File: src/rtl/core/assert_macros.svh
// ---------------------------------------------------------------------------
// Assertion macros shared by the RGB to HSV converter RTL.
// ---------------------------------------------------------------------------
`ifndef ASSERT_MACROS_SVH
`define ASSERT_MACROS_SVH

// Clocked check, masked while reset is held
`define ASSERT_CLK(lbl, prop) \
  lbl: assert property (@(posedge clk) disable iff (rst) prop) \
    else $error("assertion failed");

// Clocked check that also holds during reset
`define ASSERT_ALWAYS(lbl, prop) \
  lbl: assert property (@(posedge clk) prop) else $error("assertion failed");

`endif

File: src/rtl/core/hsv_pkg.sv
// ---------------------------------------------------------------------------
// hsv_pkg
// Shared types and constants of the RGB to HSV converter.
// ---------------------------------------------------------------------------
package hsv_pkg;

  // Field widths
  localparam int PIX_W = 8;
  localparam int HUE_W = 15;
  localparam int SAT_W = 13;
  localparam int VAL_W = 8;

  // Stream widths (whole bytes)
  localparam int S_TDATA_W = 24;
  localparam int M_TDATA_W = 40;

  // Parameter defaults
  localparam int HUE_FRAC_BITS_DEF = 6;
  localparam int SAT_FRAC_BITS_DEF = 12;

  // Quotient bits resolved per divider pipeline stage
  localparam int DIV_STEPS = 4;

  // Sector of the largest channel
  typedef enum logic [1:0] {
    SECT_RED,
    SECT_GREEN,
    SECT_BLUE
  } sector_t;

  // Per-item sideband carried along the divider pipeline
  typedef struct packed {
    logic [PIX_W-1:0] value;   // largest channel, also saturation divisor
    logic [PIX_W-1:0] delta;   // max - min, hue divisor
    sector_t          sector;
    logic             neg;     // hue offset inside the sector is negative
    logic             grey;    // max equals min
  } side_t;

endpackage

File: src/rtl/core/hsv_front.sv
// ---------------------------------------------------------------------------
// hsv_front
// Max/min search, sector pick and divider numerator setup for one pixel.
// ---------------------------------------------------------------------------
module hsv_front #(
  parameter int HUE_FRAC_BITS = hsv_pkg::HUE_FRAC_BITS_DEF,
  parameter int SAT_FRAC_BITS = hsv_pkg::SAT_FRAC_BITS_DEF,
  parameter int QW            = 13
) (
  input  logic                     clk,
  input  logic                     rst,
  input  logic                     in_valid,
  output logic                     in_ready,
  input  logic [hsv_pkg::PIX_W-1:0] red,
  input  logic [hsv_pkg::PIX_W-1:0] green,
  input  logic [hsv_pkg::PIX_W-1:0] blue,
  output logic                     out_valid,
  input  logic                     out_ready,
  output hsv_pkg::side_t           out_side,
  output logic [hsv_pkg::PIX_W-1:0] out_rem_h,
  output logic [QW-1:0]            out_work_h,
  output logic [hsv_pkg::PIX_W-1:0] out_rem_s,
  output logic [QW-1:0]            out_work_s
);

  localparam int NW = QW + hsv_pkg::PIX_W;

  logic [hsv_pkg::PIX_W-1:0] mx, mn;
  logic signed [hsv_pkg::PIX_W:0] offs;
  logic [hsv_pkg::PIX_W-1:0] mag;
  logic [NW-1:0] num_h, num_s;
  hsv_pkg::side_t side_next;

  assign in_ready = !out_valid || out_ready;

  // Largest and smallest channel, sector by priority red, green, blue
  always_comb begin
    mx = (red >= green) ? red : green;
    mx = (mx >= blue) ? mx : blue;
    mn = (red <= green) ? red : green;
    mn = (mn <= blue) ? mn : blue;
    side_next.value = mx;
    side_next.delta = mx - mn;
    side_next.grey  = (mx == mn);
    if (red >= mx) begin
      side_next.sector = hsv_pkg::SECT_RED;
      offs = $signed({1'b0, green}) - $signed({1'b0, blue});
    end else if (green >= mx) begin
      side_next.sector = hsv_pkg::SECT_GREEN;
      offs = $signed({1'b0, blue}) - $signed({1'b0, red});
    end else begin
      side_next.sector = hsv_pkg::SECT_BLUE;
      offs = $signed({1'b0, red}) - $signed({1'b0, green});
    end
    side_next.neg = offs[hsv_pkg::PIX_W];
    mag = side_next.neg ? hsv_pkg::PIX_W'(-offs) : offs[hsv_pkg::PIX_W-1:0];
  end

  // Numerators: |offset| * 60 * 2^H and delta * 2^S
  assign num_h = ((NW'(mag) << 6) - (NW'(mag) << 2)) << HUE_FRAC_BITS;
  assign num_s = NW'(side_next.delta) << SAT_FRAC_BITS;

  // Output register
  always_ff @(posedge clk) begin
    if (rst) begin
      out_valid <= 1'b0;
    end else if (in_ready) begin
      out_valid <= in_valid;
    end
    if (in_valid && in_ready) begin
      out_side   <= side_next;
      out_rem_h  <= num_h[NW-1:QW];
      out_work_h <= num_h[QW-1:0];
      out_rem_s  <= num_s[NW-1:QW];
      out_work_s <= num_s[QW-1:0];
    end
  end

  `include "assert_macros.svh"

  // Initial partial remainders must already be below their divisors
  `ASSERT_CLK(a_front_rem, out_valid && !out_side.grey |-> out_rem_h < out_side.delta && out_rem_s < out_side.value)

endmodule

File: src/rtl/core/hsv_div_stage.sv
// ---------------------------------------------------------------------------
// hsv_div_stage
// One pipeline stage of the two restoring dividers (hue and saturation).
// ---------------------------------------------------------------------------
module hsv_div_stage #(
  parameter int QW    = 13,
  parameter int STEPS = hsv_pkg::DIV_STEPS
) (
  input  logic                      clk,
  input  logic                      rst,
  input  logic                      in_valid,
  output logic                      in_ready,
  input  hsv_pkg::side_t            in_side,
  input  logic [hsv_pkg::PIX_W-1:0] in_rem_h,
  input  logic [QW-1:0]             in_work_h,
  input  logic [hsv_pkg::PIX_W-1:0] in_rem_s,
  input  logic [QW-1:0]             in_work_s,
  output logic                      out_valid,
  input  logic                      out_ready,
  output hsv_pkg::side_t            out_side,
  output logic [hsv_pkg::PIX_W-1:0] out_rem_h,
  output logic [QW-1:0]             out_work_h,
  output logic [hsv_pkg::PIX_W-1:0] out_rem_s,
  output logic [QW-1:0]             out_work_s
);

  logic [hsv_pkg::PIX_W-1:0] rem_h_next, rem_s_next;
  logic [QW-1:0]             work_h_next, work_s_next;
  logic [hsv_pkg::PIX_W:0]   part_h, part_s;

  assign in_ready = !out_valid || out_ready;

  // STEPS quotient bits: shift in a numerator bit, compare, subtract.
  // The work word shifts numerator bits out at the top, quotient bits in below.
  always_comb begin
    rem_h_next  = in_rem_h;
    work_h_next = in_work_h;
    rem_s_next  = in_rem_s;
    work_s_next = in_work_s;
    part_h      = '0;
    part_s      = '0;
    for (int i = 0; i < STEPS; i++) begin
      part_h = {rem_h_next, work_h_next[QW-1]};
      if (part_h >= {1'b0, in_side.delta}) begin
        rem_h_next  = hsv_pkg::PIX_W'(part_h - {1'b0, in_side.delta});
        work_h_next = {work_h_next[QW-2:0], 1'b1};
      end else begin
        rem_h_next  = part_h[hsv_pkg::PIX_W-1:0];
        work_h_next = {work_h_next[QW-2:0], 1'b0};
      end
      part_s = {rem_s_next, work_s_next[QW-1]};
      if (part_s >= {1'b0, in_side.value}) begin
        rem_s_next  = hsv_pkg::PIX_W'(part_s - {1'b0, in_side.value});
        work_s_next = {work_s_next[QW-2:0], 1'b1};
      end else begin
        rem_s_next  = part_s[hsv_pkg::PIX_W-1:0];
        work_s_next = {work_s_next[QW-2:0], 1'b0};
      end
    end
  end

  // Stage register
  always_ff @(posedge clk) begin
    if (rst) begin
      out_valid <= 1'b0;
    end else if (in_ready) begin
      out_valid <= in_valid;
    end
    if (in_valid && in_ready) begin
      out_side   <= in_side;
      out_rem_h  <= rem_h_next;
      out_work_h <= work_h_next;
      out_rem_s  <= rem_s_next;
      out_work_s <= work_s_next;
    end
  end

  `include "assert_macros.svh"

  // Restoring division keeps each remainder below its divisor
  `ASSERT_CLK(a_div_rem, out_valid && !out_side.grey |-> out_rem_h < out_side.delta && out_rem_s < out_side.value)
  // Synchronous reset empties the stage
  `ASSERT_ALWAYS(a_div_rst, $past(rst) |-> !out_valid)

endmodule

File: src/rtl/core/hsv_back.sv
// ---------------------------------------------------------------------------
// hsv_back
// Hue assembly from sector base and quotient, grey override, output register.
// ---------------------------------------------------------------------------
module hsv_back #(
  parameter int HUE_FRAC_BITS = hsv_pkg::HUE_FRAC_BITS_DEF,
  parameter int QW            = 13
) (
  input  logic                      clk,
  input  logic                      rst,
  input  logic                      in_valid,
  output logic                      in_ready,
  input  hsv_pkg::side_t            in_side,
  input  logic [hsv_pkg::PIX_W-1:0] in_rem_h,
  input  logic [QW-1:0]             in_quo_h,
  input  logic [QW-1:0]             in_quo_s,
  output logic                      out_valid,
  input  logic                      out_ready,
  output logic [hsv_pkg::HUE_W-1:0] hue,
  output logic [hsv_pkg::SAT_W-1:0] saturation,
  output logic [hsv_pkg::VAL_W-1:0] value
);

  // Hue before masking spans up to 360 * 2^H
  localparam int HCW = 10 + HUE_FRAC_BITS;
  localparam logic [HCW-1:0] TURN2 = HCW'(120) << HUE_FRAC_BITS;
  localparam logic [HCW-1:0] TURN4 = HCW'(240) << HUE_FRAC_BITS;
  localparam logic [HCW-1:0] TURN6 = HCW'(360) << HUE_FRAC_BITS;

  logic [HCW-1:0] base;
  logic [HCW-1:0] hue_full;
  logic [hsv_pkg::HUE_W-1:0] hue_next;
  logic [hsv_pkg::SAT_W-1:0] sat_next;

  assign in_ready = !out_valid || out_ready;

  // Sector base; a negative red offset wraps from the full turn
  always_comb begin
    case (in_side.sector)
      hsv_pkg::SECT_RED:   base = in_side.neg ? TURN6 : '0;
      hsv_pkg::SECT_GREEN: base = TURN2;
      hsv_pkg::SECT_BLUE:  base = TURN4;
      default:             base = '0;
    endcase
  end

  // Negative offset: floor of a negative fraction is minus the ceiling
  always_comb begin
    if (in_side.neg) begin
      hue_full = base - HCW'(in_quo_h) - HCW'(in_rem_h != '0);
    end else begin
      hue_full = base + HCW'(in_quo_h);
    end
    if (in_side.grey) begin
      hue_next = '0;
      sat_next = '0;
    end else begin
      hue_next = hsv_pkg::HUE_W'(hue_full);
      sat_next = hsv_pkg::SAT_W'(in_quo_s);
    end
  end

  // Output register
  always_ff @(posedge clk) begin
    if (rst) begin
      out_valid <= 1'b0;
    end else if (in_ready) begin
      out_valid <= in_valid;
    end
    if (in_valid && in_ready) begin
      hue        <= hue_next;
      saturation <= sat_next;
      value      <= in_side.value;
    end
  end

  `include "assert_macros.svh"

  // Black is grey: no hue, no saturation
  `ASSERT_CLK(a_back_black, out_valid && value == '0 |-> hue == '0 && saturation == '0)

endmodule

File: src/rtl/core/rgb_to_hsv_converter.sv
// ---------------------------------------------------------------------------
// rgb_to_hsv_converter
// Registers: front, one divider stage per four quotient bits of QW, output;
// QW = max(SAT_FRAC_BITS + 1, HUE_FRAC_BITS + 6). Throughput: one item per cycle,
// set by the four-quotient-bit divider stages, unless m_tready stalls the output.
// Reset: synchronous, active high; empties every stage, no other state.
// ---------------------------------------------------------------------------
module rgb_to_hsv_converter #(
  parameter int HUE_FRAC_BITS = hsv_pkg::HUE_FRAC_BITS_DEF,
  parameter int SAT_FRAC_BITS = hsv_pkg::SAT_FRAC_BITS_DEF
) (
  input  logic                          clk,
  input  logic                          rst,
  input  logic                          s_tvalid,
  output logic                          s_tready,
  input  logic [hsv_pkg::S_TDATA_W-1:0] s_tdata,   // red, green, blue
  output logic                          m_tvalid,
  input  logic                          m_tready,
  output logic [hsv_pkg::M_TDATA_W-1:0] m_tdata    // hue, saturation, value, zero pad
);

  localparam int QW  = (SAT_FRAC_BITS + 1 > HUE_FRAC_BITS + 6) ?
                       SAT_FRAC_BITS + 1 : HUE_FRAC_BITS + 6;
  localparam int NST = (QW + hsv_pkg::DIV_STEPS - 1) / hsv_pkg::DIV_STEPS;
  localparam int PAD = hsv_pkg::M_TDATA_W - hsv_pkg::HUE_W - hsv_pkg::SAT_W
                       - hsv_pkg::VAL_W;

  logic                      vld   [0:NST];
  logic                      rdy   [0:NST];
  hsv_pkg::side_t            side  [0:NST];
  logic [hsv_pkg::PIX_W-1:0] rem_h [0:NST];
  logic [QW-1:0]             work_h[0:NST];
  logic [hsv_pkg::PIX_W-1:0] rem_s [0:NST];
  logic [QW-1:0]             work_s[0:NST];

  logic [hsv_pkg::HUE_W-1:0] hue;
  logic [hsv_pkg::SAT_W-1:0] saturation;
  logic [hsv_pkg::VAL_W-1:0] value;

  // Channel compare and numerator setup
  hsv_front #(
    .HUE_FRAC_BITS(HUE_FRAC_BITS),
    .SAT_FRAC_BITS(SAT_FRAC_BITS),
    .QW           (QW)
  ) u_front (
    .clk       (clk),
    .rst       (rst),
    .in_valid  (s_tvalid),
    .in_ready  (s_tready),
    .red       (s_tdata[7:0]),
    .green     (s_tdata[15:8]),
    .blue      (s_tdata[23:16]),
    .out_valid (vld[0]),
    .out_ready (rdy[0]),
    .out_side  (side[0]),
    .out_rem_h (rem_h[0]),
    .out_work_h(work_h[0]),
    .out_rem_s (rem_s[0]),
    .out_work_s(work_s[0])
  );

  // Divider pipeline, last stage takes whatever bits remain
  for (genvar i = 0; i < NST; i++) begin : g_div
    localparam int STEPS = (QW - hsv_pkg::DIV_STEPS * i > hsv_pkg::DIV_STEPS) ?
                           hsv_pkg::DIV_STEPS : QW - hsv_pkg::DIV_STEPS * i;
    hsv_div_stage #(
      .QW   (QW),
      .STEPS(STEPS)
    ) u_stage (
      .clk       (clk),
      .rst       (rst),
      .in_valid  (vld[i]),
      .in_ready  (rdy[i]),
      .in_side   (side[i]),
      .in_rem_h  (rem_h[i]),
      .in_work_h (work_h[i]),
      .in_rem_s  (rem_s[i]),
      .in_work_s (work_s[i]),
      .out_valid (vld[i+1]),
      .out_ready (rdy[i+1]),
      .out_side  (side[i+1]),
      .out_rem_h (rem_h[i+1]),
      .out_work_h(work_h[i+1]),
      .out_rem_s (rem_s[i+1]),
      .out_work_s(work_s[i+1])
    );
  end

  // Hue assembly and output register
  hsv_back #(
    .HUE_FRAC_BITS(HUE_FRAC_BITS),
    .QW           (QW)
  ) u_back (
    .clk       (clk),
    .rst       (rst),
    .in_valid  (vld[NST]),
    .in_ready  (rdy[NST]),
    .in_side   (side[NST]),
    .in_rem_h  (rem_h[NST]),
    .in_quo_h  (work_h[NST]),
    .in_quo_s  (work_s[NST]),
    .out_valid (m_tvalid),
    .out_ready (m_tready),
    .hue       (hue),
    .saturation(saturation),
    .value     (value)
  );

  assign m_tdata = {{PAD{1'b0}}, value, saturation, hue};

endmodule
File: config.mk
export PLATFORM = sky130hd
export DESIGN_NAME = rgb_to_hsv_converter
export DESIGN_NICKNAME = d
export VERILOG_FILES = /design/src/rtl/core/hsv_pkg.sv /design/src/rtl/core/hsv_front.sv /design/src/rtl/core/hsv_div_stage.sv /design/src/rtl/core/hsv_back.sv /design/src/rtl/core/rgb_to_hsv_converter.sv
export VERILOG_INCLUDE_DIRS = /design/src /design/src/rtl/core
export SDC_FILE = /design/constraint.sdc
export NUM_CORES = 1
export LEC_CHECK = 0
export BUFFER_PORTS_ARGS = -buffer_cell sky130_fd_sc_hd__buf_2
export CORE_ASPECT_RATIO = 1.25
export CORE_MARGIN = 5
export CORE_UTILIZATION = 55
export CTS_BUF_LIST = sky130_fd_sc_hd__clkbuf_2
export DETAILED_ROUTE_END_ITERATION = 7
export PLACE_DENSITY_LB_ADDON = 0.3
export RECOVER_POWER = 50
export REMOVE_ABC_BUFFERS = 1
export SLEW_MARGIN = 20
export SYNTH_ARGS = -nofsm -noshare
export SYNTH_HDL_FRONTEND = slang
export SYNTH_SLANG_ARGS = --single-unit
File: constraint.sdc
create_clock -name clk -period 25.6 [get_ports clk]
set_input_delay 5.12 -clock clk [delete_from_list [all_inputs] [get_ports clk]]
set_output_delay 5.12 -clock clk [all_outputs]
set_load 0.03 [all_outputs]
Word level (Yosys, flattened, before mapping)
Cells that the tools add are included.
W data, S select, Z words.
{ "totals": {"ff_bits": 302, "elab_cells": 203, "in_bits": 28, "output_inout_bits": 42} }
{ "classes": {"add_sub_neg": 34, "n_eq_ne": 3, "reduce_logical": 20, "n_mux": 62, "order_cmp": 32} }
{ "op_table": {"columns": ["operator", "n"], "rows": [
  ["$mux W8", 30],
  ["$ge A9 B8 Y1", 25],
  ["$sub A8 B8 Y8", 26],
  ["$pmux W15 S3", 1],
  ["$ge A8 B8 Y1", 5],
  ["$mux W15", 2],
  ["$sub A8 B8 Y9", 3],
  ["$mux W1", 26],
  ["$mux W9", 2],
  ["$le A8 B8 Y1", 2],
  ["$add A15 B13 Y15", 1],
  ["$sub A14 B10 Y15", 1],
  ["$sub A15 B1 Y15", 1],
  ["$sub A15 B13 Y15", 1],
  ["$eq A8 B8 Y1", 1],
  ["$neg A8 Y8", 1],
  ["$reduce_bool A8 Y1", 1],
  ["$logic_and A1 B1 Y1", 6],
  ["$logic_not A1 Y1", 6],
  ["$logic_or A1 B1 Y1", 6],
  ["$eq A2 B1 Y1 const B", 1],
  ["$eq A2 B2 Y1 const B", 1],
  ["$logic_not A2 Y1", 1],
  ["$mux W2", 1]
]} }

Logic depth before layout (Yosys ltp)
{ "depth": {"ltp_word": 10, "mapped_depth": 50, "mapped_depth_nobuf": 48} }

Cells and area by module
From an unflattened synthesis, not the netlist that was laid out.
{ "hier_totals": {"hier_cells": 2525, "hier_area_um2": 26165.1} }
{ "by_module_without_submodules": {"columns": ["mod", "seq_area_each_um2", "instances", "cells_each", "area_per_inst_um2"], "rows": [
  ["hsv_div_stage at g_div[1].u_stage", 1881.8, 1, 531, 5460.2],
  ["hsv_div_stage at g_div[0].u_stage", 1881.8, 1, 504, 5292.6],
  ["hsv_div_stage at g_div[2].u_stage", 1881.8, 1, 502, 5291.3],
  ["hsv_front", 1011.0, 1, 548, 4704.5],
  ["hsv_div_stage at g_div[3].u_stage", 1881.8, 1, 198, 2921.6],
  ["hsv_back", 1101.1, 1, 237, 2461.1],
  ["rgb_to_hsv_converter", 0.0, 1, 5, 33.8]
]} }

Worst setup path after synthesis
Ideal clock, no wire load.
{ "synth_timing": {"kind": "input-to-reg", "startpoint": "in s_tdata[12] (netlist bit)", "endpoint": "reg u_front.out_rem_h[4] (netlist bit) (data pin)", "setup_time_ns": 0.256, "t_required_ns": 25.344, "path_stages": 37, "slack_ns": 13.229, "path_buffers": 3, "arrival_ns": 12.115, "path_cell_list": "inv_1 -> ha_1 -> a21o_1 -> a221o_1 -> a21oi_1 -> clkbuf_1 -> nand2_1 -> o21ai_0 -> ha_1 -> a21o_1 -> a21o_1 -> a31oi_1 -> buf_2 -> nor2_1 -> a21oi_1 -> inv_1 -> ha_1 -> and4_1 -> and2_1 -> and3_1 -> a31oi_1 -> and2_1 -> clkbuf_1 -> nand2_1 -> mux2_2 -> mux2i_1 -> inv_1 -> ha_1 -> a31oi_2 -> xnor2_2 -> inv_1 -> ha_1 -> inv_1 -> a31oi_1 -> a32oi_2 -> or3_1 -> o211a_1"} }
{ "synth_between": {"elab_chain_len": 10, "elab_cells_between_ends": 13, "classes_between": "4 x add/sub; 4 x order compare; 5 x mux"} }
{ "synth_lines": {"columns": ["item", "line", "text"], "rows": [
  ["start: declaration", "rgb_to_hsv_converter.sv:16", "input logic [hsv_pkg::S_TDATA_W-1:0] s_tdata,"],
  ["$ge A8 B8 Y1", "hsv_front.sv:38", "mx = (red >= green) ? red : green;"],
  ["$mux W8 (*)", "hsv_front.sv:38", null],
  ["$ge A8 B8 Y1", "hsv_front.sv:39", "mx = (mx >= blue) ? mx : blue;"],
  ["$mux W8 (*)", "hsv_front.sv:39", null],
  ["named net u_front.mx, one bit", "hsv_front.sv:28", "logic [hsv_pkg::PIX_W-1:0] mx, mn;"],
  ["$ge A8 B8 Y1", "hsv_front.sv:48", "end else if (green >= mx) begin"],
  ["$mux W9", "hsv_front.sv:48", null],
  ["$mux W9 (*)", "hsv_front.sv:45", "if (red >= mx) begin"],
  ["$neg A8 Y8", "hsv_front.sv:56", "mag = side_next.neg ? hsv_pkg::PIX_W'(-offs) : offs[hsv_pkg::PIX_W-1:0];"],
  ["$mux W8 (*)", "hsv_front.sv:56", null],
  ["named net u_front.mag, one bit", "hsv_front.sv:30", "logic [hsv_pkg::PIX_W-1:0] mag;"],
  ["$sub A14 B10 Y15 (*)", "hsv_front.sv:60", "assign num_h = ((NW'(mag) << 6) - (NW'(mag) << 2)) << HUE_FRAC_BITS;"],
  ["named net u_front.num_h[17]", "hsv_front.sv:31", "logic [NW-1:0] num_h, num_s;"],
  ["end signal: assignment", "hsv_front.sv:72", "out_rem_h <= num_h[NW-1:QW];"],
  ["end: declaration", "hsv_front.sv:20", "output logic [hsv_pkg::PIX_W-1:0] out_rem_h,"]
]} }
The timed path passes the listed nets; every way through them passes the cells marked *.
A chain may end at the register's enable or synchronous reset.

Worst setup path after layout
{ "layout_timing": {"startpoint": "in s_tdata[10] (netlist bit)", "endpoint": "reg u_front.out_rem_h[4] (netlist bit) (data pin)"} }
The elaborated chain is that of the path after synthesis.

==> reports/results.ini <==
[run_status]
status = finished, violations left
violations = max-capacitance violations, max-slew violations

[timing]
period_share = 0.5010
relSlewSlack = -0.9923
period_minus_slack_ns = 12.83
rsz0062_at_grt = no
tns_ns = 0
tightest_slew_ns = 2.982
hold_viol_final = 0
finalSetupViolations = 0
fmax_mhz = 77.97
fin_skew_ns = 0.06147
finalMaxSlewViolations = 137

[global_routing]
grt_max_degree = 53
grt_pass1_vias = 17290
gr-total-overflow = 0
grt_pass1_wl_mm = 82.61
track_usage = 0.2235
antenna_found_initial = 2

[floorplan]
fp-row-count = 82
start_util = 0.5587
die-area_sq_um = 45020
fp.dieH_um = 236.0
die_x_um = 190.8
io_pins = 70
core_region_area_sq_um = 40220

[critical_path]
critPathMaxFanout = 14
required_ns = 26.28
crit_path_max_incr_delay_ns = 0.48
rrSetupSlack_ns = 13.80
critPathKind = primary input to flop
cp.arrival_ns = 13.51
cp_slowest_cell = a31oi_1
cp-start-kind = primary input
endpoint_kind = flop

[route]
finalWirelength_mm = 51.19
wl_met3_mm = 1.822
routedWlPerCell_um = 17.32
first_pass_iters = 6
drtIter0Drc = 815
drc_errors = 0
wl_met1_mm = 20.34
postRouteAntennaNets = 0
route.met2.wl_mm = 26.38
via_per_inst = 5.712
maxUsedRoutingLayer = met4
via_count = 16880

[cells_and_area]
drive_gt1_frac = 0.1421
fin_nets = 2682
stdcell_count = 2955
final_cell_mix = ha_1, edfxtp_1, inv_1
mostFrequentLayoutCell = ha_1
area_delta_synth_final_pct = 7.239
n_fill_cell = 3446

[synthesis]
syn_avg_cell_area_sq_um = 10.04
synthesis.instances = 2239
syn_area_sq_um = 22470
synth_warnings = 0
seq_area_frac_synth = 0.3688
ys.flop_type = edfxtp_1
synthArstFlopShare = 0
synth_seq_cells = 278
synth_edf_count = 272
synth.distinct_cells = 91

[clock_tree]
worst_skew_pair.late_latency_ns = 0.93
clkSlewWorstSetupHoldPaths_ns = 0.11
ctsHoldBuffers = 0
htreeDepth = 3
post_cts_resized = 0
postCtsSetupBuffers = 0
clockBufferDepth = 3
cts_inserted_buffers = 68
cts-root-buf = clkbuf_2
cts_sinks = 278
cts_tree = done

[placed_design]
gp_congestion = 1.009
post-dp-hpwl_mm = 40.81
portBuffers = 65
dp.cells = 2830

[job]
max-cap-violations = 3

[hold_path]
hp-class = flop to flop

-- registers in the layout, indices dropped and copies added (netlist names) --
signal	cells
u_back.saturation	13
u_back.value	8
u_back.out_valid	1
g_div.u_stage.out_rem_s	24
g_div.u_stage.out_side	72
g_div.u_stage.out_work_s	37
u_front.out_side	20
g_div.u_stage.out_rem_h	32
g_div.u_stage.out_work_h	38
g_div.u_stage.out_valid	4
u_front.out_work_h	5
u_back.hue	15
u_front.out_rem_h	8
u_front.out_valid	1
-- final cells by class --
cell class	count	area (sq um)	area share
Multi-Input combinational cell	1669	13100	0.5435
Sequential cell	278	8288	0.3439
Inverter	262	983.4	0.04081
Tap cell	546	683.2	0.02835
Clock buffer	101	505.5	0.02098
Timing Repair Buffer	75	389.1	0.01615
Clock inverter	21	142.6	0.005919
Antenna cell	3	7.507	0.0003115
-- per-layer routing --
layer / global-route usage / vias to the layer above
met2: 0.4100 / 383
met1: 0.2465 / 7971
met4: 0.1174 / 0
li1: - / 8377
met5: 0 / -
met3: 0.03446 / 149
-- path summary, 6_finish.rpt --
check / cells past startpoint / to / from
worst max-delay path: 36 / u_front.out_rem_h[4] / s_tdata[10]
worst min-delay path: 0 / u_back.value[2] / g_div[3].u_stage.out_side[14]
worst max register to register: 44 / g_div[0].u_stage.out_rem_h[1] / u_front.out_side[5]
worst min register to register: 0 / u_back.value[2] / g_div[3].u_stage.out_side[14]
-- synth_stat cells, types with 4 or more instances --
master	count	share of area
nor2b_1	51	0.014
nor3_1	25	0.0056
mux2i_1	30	0.013
nand2_1	108	0.018
and2_1	21	0.0058
xnor2_1	98	0.038
edfxtp_1	272	0.36
or4_1	11	0.0037
xor2_1	59	0.023
a41o_1	4	0.0018
buf_2	6	0.0013
nand4_1	22	0.0061
o211ai_1	10	0.0033
o21bai_1	28	0.0094
a21boi_0	15	0.0050
inv_1	257	0.043
or3_1	7	0.0019
fa_1	16	0.014
o21ai_1	11	0.0024
a211o_1	5	0.0019
a31oi_1	14	0.0039
o31ai_1	18	0.0060
and3_1	30	0.0084
and4_1	4	0.0016
a21boi_1	8	0.0027
a21oi_1	145	0.032
nor2_1	164	0.027
a221oi_1	5	0.0019
or2_2	10	0.0028
a211oi_1	10	0.0033
clkbuf_1	22	0.0037
a21o_1	68	0.023
mux2_2	110	0.055
nand3_1	25	0.0056
o21a_1	34	0.011
ha_1	284	0.16
buf_4	5	0.0017
dfxtp_1	6	0.0053
o21ai_0	119	0.027
nand2b_1	26	0.0072
-- critical path: cells and delay by family --
family,cells,cell delay (ns)
xor+xnor,1,0.23
compound gates,11,2.62
mux,2,0.75
simple gates,9,2.13
fa+ha+maj,5,1.52
buf+inv,8,1.12
-- metrics by stage --
step	setup slack, ns	hold WS, ns	util	area [sq um]
global route	12.28	0.4289	0.5991	24100
CTS	12.96	0.4138	0.5996	24120
finish	12.77	0.4091	0.5991	24100
detailed placement	11.92	0.4045	0.5835	23470
floorplan	12.94	0.4003	-	22330
global placement	12.12	0.4008	0.5835	23470
-- cells by family (layout without fill, tap and decap cells) --
family                     Yosys count  count (layout)  synth area share
AOI/OAI and AO/OA                  549             549            0.1640
and+or+nand+nor                    516             516            0.1127
adders and majority gates          301             301            0.1728
buffers and inverters              295             459           0.05045
DFF                                278             278            0.3688
xor gates and xnor gates           158             158           0.06192
muxes                              141             141           0.06910
other                                1               7         0.0001669
Power is left out: the tool's default activity adds up to more than one toggle a clock period on the data nets, which glitch-free logic cannot reach.
